[src/tsl_pkg.sv]
// Package for the triangle strip to list converter: index width, stream widths,
// and the item and triangle types shared by the stages.
// No dependencies.
package tsl_pkg;

    localparam int INDEX_WIDTH = 15;

    // stream widths, rounded up to whole bytes
    localparam int S_TDATA_W = ((INDEX_WIDTH + 7) / 8) * 8;
    localparam int M_TDATA_W = ((3 * INDEX_WIDTH + 7) / 8) * 8;

    typedef logic [INDEX_WIDTH-1:0] index_t;

    typedef struct packed {
        logic   restart;
        index_t vertex_index;
    } strip_item_t;

    typedef struct packed {
        index_t corner_c;
        index_t corner_b;
        index_t corner_a;
    } triangle_t;

    // handshake between the assembler and the output register
    typedef struct packed {
        logic   emit;
        logic   take;
    } asm_ctrl_t;

endpackage

[src/triangle_strip_to_list.sv]
// Triangle strip to triangle list converter. Takes one strip index per
// transfer (tuser high starts a new strip) and emits one triangle per index
// from the third of a strip on, as (older, newer, new) at even positions and
// (newer, older, new) at odd ones; triangles with two equal corners are
// dropped but still advance the window. One index is taken every cycle: it
// passes an input register, the window logic and an output register on the
// way to its triangle. Throughput drops only while the downstream side holds
// a triangle back.
// Depends on tsl_pkg, tsl_in_stage, tsl_assemble, tsl_out_stage.
module triangle_strip_to_list (
    input  logic                            clk,
    input  logic                            rst_n,
    input  logic                            s_tvalid,
    output logic                            s_tready,
    input  logic [tsl_pkg::S_TDATA_W-1:0]   s_tdata,  // vertex_index
    input  logic                            s_tuser,  // restart
    output logic                            m_tvalid,
    input  logic                            m_tready,
    output logic [tsl_pkg::M_TDATA_W-1:0]   m_tdata   // corner_a, corner_b, corner_c
);
    import tsl_pkg::*;

    strip_item_t s_item;
    strip_item_t item;
    logic        item_valid;
    asm_ctrl_t   ctrl;
    triangle_t   tri_new;
    triangle_t   tri_held;
    logic        out_ready;

    assign s_item.vertex_index = s_tdata[INDEX_WIDTH-1:0];
    assign s_item.restart      = s_tuser;

    tsl_in_stage u_in (
        .clk        (clk),
        .rst_n      (rst_n),
        .s_tvalid   (s_tvalid),
        .s_tready   (s_tready),
        .s_item     (s_item),
        .take       (ctrl.take),
        .item_valid (item_valid),
        .item       (item)
    );

    tsl_assemble u_asm (
        .clk        (clk),
        .rst_n      (rst_n),
        .item_valid (item_valid),
        .item       (item),
        .out_ready  (out_ready),
        .ctrl       (ctrl),
        .tri_out    (tri_new)
    );

    tsl_out_stage u_out (
        .clk      (clk),
        .rst_n    (rst_n),
        .push     (ctrl.emit && ctrl.take),
        .tri_in   (tri_new),
        .ready    (out_ready),
        .m_tvalid (m_tvalid),
        .m_tready (m_tready),
        .tri_out  (tri_held)
    );

    assign m_tdata = M_TDATA_W'(tri_held);

    // a shown triangle never has two equal corners
    assert property (@(posedge clk) disable iff (!rst_n)
        m_tvalid |-> (tri_held.corner_a != tri_held.corner_b)
                  && (tri_held.corner_b != tri_held.corner_c)
                  && (tri_held.corner_a != tri_held.corner_c))
    else $error("degenerate triangle on output");

    // a restart index never closes a triangle
    assert property (@(posedge clk) disable iff (!rst_n)
        (item_valid && item.restart) |-> !ctrl.emit)
    else $error("triangle formed on restart");

    // the newest corner of a pushed triangle is the index just consumed
    assert property (@(posedge clk) disable iff (!rst_n)
        (ctrl.emit && ctrl.take) |=> m_tvalid
                                  && (tri_held.corner_c == $past(item.vertex_index)))
    else $error("pushed triangle lost or wrong newest corner");

    // an item waits in the input register only when a triangle is blocked
    assert property (@(posedge clk) disable iff (!rst_n)
        (item_valid && !ctrl.take) |-> ctrl.emit && m_tvalid && !m_tready)
    else $error("input stalled without output back-pressure");

endmodule

[src/tsl_in_stage.sv]
// Input register of the strip converter: holds one strip index transfer.
// Depends on tsl_pkg.
module tsl_in_stage (
    input  logic                 clk,
    input  logic                 rst_n,
    input  logic                 s_tvalid,
    output logic                 s_tready,
    input  tsl_pkg::strip_item_t s_item,
    input  logic                 take,
    output logic                 item_valid,
    output tsl_pkg::strip_item_t item
);
    import tsl_pkg::*;

    logic        valid_reg;
    strip_item_t item_reg;

    // a held item leaving this cycle frees the slot for the next transfer
    assign s_tready   = !valid_reg || take;
    assign item_valid = valid_reg;
    assign item       = item_reg;

    always_ff @(posedge clk or negedge rst_n)
    begin
        if (!rst_n)
        begin
            valid_reg <= 1'b0;
        end
        else if (s_tready)
        begin
            valid_reg <= s_tvalid;
        end
    end

    always_ff @(posedge clk)
    begin
        if (s_tvalid && s_tready)
        begin
            item_reg <= s_item;
        end
    end

endmodule

[src/tsl_assemble.sv]
// Strip window and triangle formation: keeps the two held indices and the
// strip phase, builds one triangle per index from the third on.
// Depends on tsl_pkg.
module tsl_assemble (
    input  logic                 clk,
    input  logic                 rst_n,
    input  logic                 item_valid,
    input  tsl_pkg::strip_item_t item,
    input  logic                 out_ready,
    output tsl_pkg::asm_ctrl_t   ctrl,
    output tsl_pkg::triangle_t   tri_out
);
    import tsl_pkg::*;

    typedef enum logic [1:0] {
        PH_EMPTY,
        PH_ONE,
        PH_EVEN,
        PH_ODD
    } phase_t;

    phase_t phase_reg, phase_next;
    index_t older_reg, older_next;
    index_t newer_reg, newer_next;

    logic start;
    logic form;
    logic distinct;
    logic emit;
    logic take;

    assign start    = item.restart || (phase_reg == PH_EMPTY);
    assign form     = !start && (phase_reg == PH_EVEN || phase_reg == PH_ODD);
    assign distinct = (older_reg != newer_reg) && (newer_reg != item.vertex_index)
                   && (older_reg != item.vertex_index);
    assign emit     = item_valid && form && distinct;
    // a triangle waits for room at the output; everything else goes straight through
    assign take     = item_valid && (!emit || out_ready);

    assign ctrl.emit = emit;
    assign ctrl.take = take;

    // odd positions swap the held pair to keep the winding
    always_comb
    begin
        if (phase_reg == PH_ODD)
        begin
            tri_out.corner_a = newer_reg;
            tri_out.corner_b = older_reg;
        end
        else
        begin
            tri_out.corner_a = older_reg;
            tri_out.corner_b = newer_reg;
        end
        tri_out.corner_c = item.vertex_index;
    end

    always_comb
    begin
        phase_next = phase_reg;
        older_next = older_reg;
        newer_next = newer_reg;
        if (start)
        begin
            older_next = item.vertex_index;
            phase_next = PH_ONE;
        end
        else
        begin
            case (phase_reg)
                PH_ONE:
                begin
                    newer_next = item.vertex_index;
                    phase_next = PH_EVEN;
                end
                PH_EVEN:
                begin
                    older_next = newer_reg;
                    newer_next = item.vertex_index;
                    phase_next = PH_ODD;
                end
                PH_ODD:
                begin
                    older_next = newer_reg;
                    newer_next = item.vertex_index;
                    phase_next = PH_EVEN;
                end
                default:
                begin
                    phase_next = PH_EMPTY;
                end
            endcase
        end
    end

    always_ff @(posedge clk or negedge rst_n)
    begin
        if (!rst_n)
        begin
            phase_reg <= PH_EMPTY;
            older_reg <= '0;
            newer_reg <= '0;
        end
        else if (take)
        begin
            phase_reg <= phase_next;
            older_reg <= older_next;
            newer_reg <= newer_next;
        end
    end

endmodule

[src/tsl_out_stage.sv]
// Output register of the strip converter: holds one triangle until the
// downstream side takes it.
// Depends on tsl_pkg.
module tsl_out_stage (
    input  logic                clk,
    input  logic                rst_n,
    input  logic                push,
    input  tsl_pkg::triangle_t  tri_in,
    output logic                ready,
    output logic                m_tvalid,
    input  logic                m_tready,
    output tsl_pkg::triangle_t  tri_out
);
    import tsl_pkg::*;

    logic      valid_reg;
    triangle_t tri_reg;

    assign ready    = !valid_reg || m_tready;
    assign m_tvalid = valid_reg;
    assign tri_out  = tri_reg;

    always_ff @(posedge clk or negedge rst_n)
    begin
        if (!rst_n)
        begin
            valid_reg <= 1'b0;
        end
        else if (ready)
        begin
            valid_reg <= push;
        end
    end

    always_ff @(posedge clk)
    begin
        if (push && ready)
        begin
            tri_reg <= tri_in;
        end
    end

endmodule
[config.mk]
export PLATFORM = sky130hd
export DESIGN_NAME = triangle_strip_to_list
export DESIGN_NICKNAME = d
export VERILOG_FILES = /design/src/tsl_pkg.sv /design/src/triangle_strip_to_list.sv /design/src/tsl_in_stage.sv /design/src/tsl_assemble.sv /design/src/tsl_out_stage.sv
export SDC_FILE = /design/constraint.sdc
export NUM_CORES = 1
export LEC_CHECK = 0
export ABC_AREA = 1
export BUFFER_PORTS_ARGS = -buffer_cell sky130_fd_sc_hd__buf_2
export CAP_MARGIN = 20
export CORE_MARGIN = 2
export CORE_UTILIZATION = 40
export CTS_BUF_LIST = sky130_fd_sc_hd__clkbuf_2
export DETAILED_ROUTE_END_ITERATION = 7
export GPL_TIMING_DRIVEN = 1
export PLACE_DENSITY = 0.59
export SETUP_SLACK_MARGIN = 0.4
export SYNTH_ARGS = -nofsm -noshare
export SYNTH_HDL_FRONTEND = slang
export SYNTH_SLANG_ARGS = --single-unit
[constraint.sdc]
create_clock -name clk -period 6 [get_ports clk]
set_input_delay 1.2 -clock clk [delete_from_list [all_inputs] [get_ports clk]]
set_output_delay 1.2 -clock clk [all_outputs]
set_load 0.01 [all_outputs]
==> summary.txt <==
Synthesis
  • Mux cell area share after synthesis: 0.00247
  • Post-synthesis compound-gate area fraction: 0.0571
  • Synth Area per Inst: 8.62 um2
  • Synth top area cells: edfxtp_1 40%, nand2_1 20%, dfrtp_1 19%, o21ai_0 4.8%, nand4_1 4.1%
  • Post-synth top flop: edfxtp_1
  • Most frequent cell after synthesis: nand2_1
  • Post-synth EDFFs: 61
  • Mapped Cells: 529
  • Yosys reg bits: 95
  • YS warnings: 0
  • Post-synth top cells: 238 x nand2_1, 61 x edfxtp_1, 47 x inv_1, 44 x o21ai_0, 34 x dfrtp_1
  • Synth Area in Simple Gates: 0.275
  • Register area share after synthesis: 0.588
  • Largest family of logic cells by synthesized area: simple AND/OR/NAND/NOR gates
  • Synthesized area: 4560 um2
  • XOR/XNOR Fraction of Synth Area: 0.0115
  • Ys async rst share: 0.358
  • Adder-cell share of the synthesized area: 0
  • Top cell type's share of synthesized area: 0.402
  • Cell taking the most area after synthesis: edfxtp_1
  • Synth unique cells: 23

Place
  • Placer Congestion: 0.864
  • Pre-CTS setup slack: 2.51 ns
  • Hpwl dp: 6310 um
  • Port Buffer Count: 66
  • Placed Area: 4990 um2

STA
  • Final hold violation count: 0
  • Fin Setup TNS: 0 ns
  • Final worst path period need: 3.91 ns
  • Period utilization: 0.652
  • Final Max Tran Viols: 0
  • RSZ-0062 raised after global routing: false
  • Max-slew headroom: 0.366
  • Max Fclk: 256 MHz
  • Skew final: 0.0307 ns
  • Worst setup margin: 2.09 ns
  • Slew @ Worst Pin: 0.950 ns
  • Setup violators final: 0

Power and ir drop
  • Pint: 1.02 mW
  • Clock share of power: 0.235
  • Sequential share of power: 0.564
  • Logic pwr share: 0.201
  • P per Cell Area: 290 nW/um2
  • Switching share of power: 0.316
  • Peak VDD IR: 0.000119 V
  • Sw Pwr: 470 uW
  • P_leak: 2.43 nW

GRT
  • GRT overflow: 0
  • Met3 usage: 0.0410
  • Largest net degree at the start of global routing: 61
  • GRT met2 Usage: 0.272
  • Antenna violations before repair: 0
  • M1 GR Usage: 0.219
  • Top Usage Layer GRT: met2
  • Number of global-route vias before repair: 3415
  • Global-route wire length before repair: 16400 um
  • Tot GR Track Use: 0.168

Floorplanning
  • Initial core utilization: 0.415
  • Die W: 111 um
  • Die Y: 111 um
  • Cell Rows: 38
  • CORE AREA: 11000 um2
  • Die Area: 12300 um2
  • Io pins: 71

Drt
  • WL/cell: 13.7 um
  • Total detailed-routing wirelength: 10000 um
  • 1st-pass router iterations: 4
  • DR iter-0 viols: 241
  • DRC Markers: 0
  • ANT nets after route: 0
  • Vias per cell: 4.89
  • Via count: 3588

Run
  • Max Cap Viol: 0

Clock tree
  • Hold_buf cts: 0
  • CTS tree: built
  • Clk_lat worst skew: 0.58 ns
  • Post_cts resized: 0
  • CTS HTree Levels: 3
  • Clock Sinks: 95
  • CTS max path bufs: 2
  • Total CTS buffers: 9
  • Post-CTS setup buffers: 0
  • CTS Root Cell: clkbuf_2
  • Worst-path clk slew: 0.23 ns

Finish
  • Largest register FFs: 45
  • Nets: 609
  • Ant. Diodes: 0
  • Post-layout instance area: 5120 um2
  • P&R area growth vs syn: 12.3%
  • Layout cells sized above 1: 0.160

Critical path
  • WP data required: 4.80 ns
  • WS Path Type: flip-flop to primary output
  • CP Capture Type: primary output
  • Startpoint Class: flip-flop
  • Critical path peak fanout: 46
  • WP data arrival: 2.71 ns

Status
  • Outcome: finished, final reports clean

Hold path
  • Min-Delay Path Class: flip-flop to flip-flop
layout make-up:
cell class | instances | area (um2)
clock buffer | 12 | 60.1
clock inverter | 4 | 70.1
fill | 1060 | 5860
inverter | 48 | 180
multi-input combinational | 364 | 1590
sequential | 95 | 2680
tap | 140 | 175
timing repair buffer | 70 | 360
critical path, stage by stage, from the launching register on:
cell and delay (ns):
dfrtp_1 0.42, inv_1 0.08, a21oi_4 0.13, buf_4 0.41
nand3_1 0.15, a21oi_2 0.20, nand3_4 0.42, buf_2 0.31
kinds of logic after synthesis:
family / after synthesis
buf+inv: 72
simple gates: 305
mux: 1
compound gates: 49
flops: 95
xor+xnor: 6
other cells: 1
metal layers:
metal	share of wire	wire, um	vias up
li1	-	-	1822
met1	0.46	4570	1652
met2	0.48	4820	101
met3	0.048	478	13
met4	0.016	164	0
met5	0	0	-
power by group through the flow:
stage / combinational, mW / sequential (mW) / clock, mW
after floorplan: 0.228 / 0.835 / 0
after global placement: 0.291 / 0.846 / 0
after detailed placement: 0.299 / 0.850 / 0
after CTS: 0.300 / 0.836 / 0.359
after global routing: 0.350 / 0.849 / 0.391
final: 0.298 / 0.838 / 0.350
through the flow:
| stage | util | hold slack [ns] | instances | power [mW] |
|---|---|---|---|---|
| 3_3_place_gp | 0.455 | 0.495 | 717 | 1.14 |
| 4_1_cts | 0.466 | 0.560 | 733 | 1.50 |
| 2_1_floorplan | - | 0.475 | 531 | 1.06 |
| 3_5_place_dp | 0.455 | 0.511 | 717 | 1.15 |
| 5_1_grt | 0.466 | 0.602 | 733 | 1.59 |
| 6_report | 0.466 | 0.555 | 733 | 1.49 |
placed cells by master, fill, tap and decap left out, drive strengths merged:
cell    instances
o21ai          44
clkbuf         12
edfxtp         61
inv            48
clkinv          2
buf            70
nand3           8
xnor2           6
nand4          30
mux2            1
nor2           28
and2            1
dfrtp          34
bufinv          2
conb            3
nand2         238
a21oi           5
path summary, 6_finish.rpt:
kind                                             to  depth (start not counted)          startpoint  slack, ns
worst max-delay path                       s_tready                          7  u_asm.phase_reg[0]       2.09
min in group asynchronous       u_asm.newer_reg[10]                          1               rst_n       0.66
worst min-delay path             u_asm.phase_reg[0]                          2  u_asm.phase_reg[0]       0.56
max in group asynchronous        u_asm.newer_reg[3]                          1               rst_n       4.75
worst min register to register   u_asm.phase_reg[0]                          2  u_asm.phase_reg[0]       0.56
worst max register to register     u_out.tri_out[3]                          8  u_asm.phase_reg[0]       3.11
Note: power is estimated with default switching activity, not from simulation.
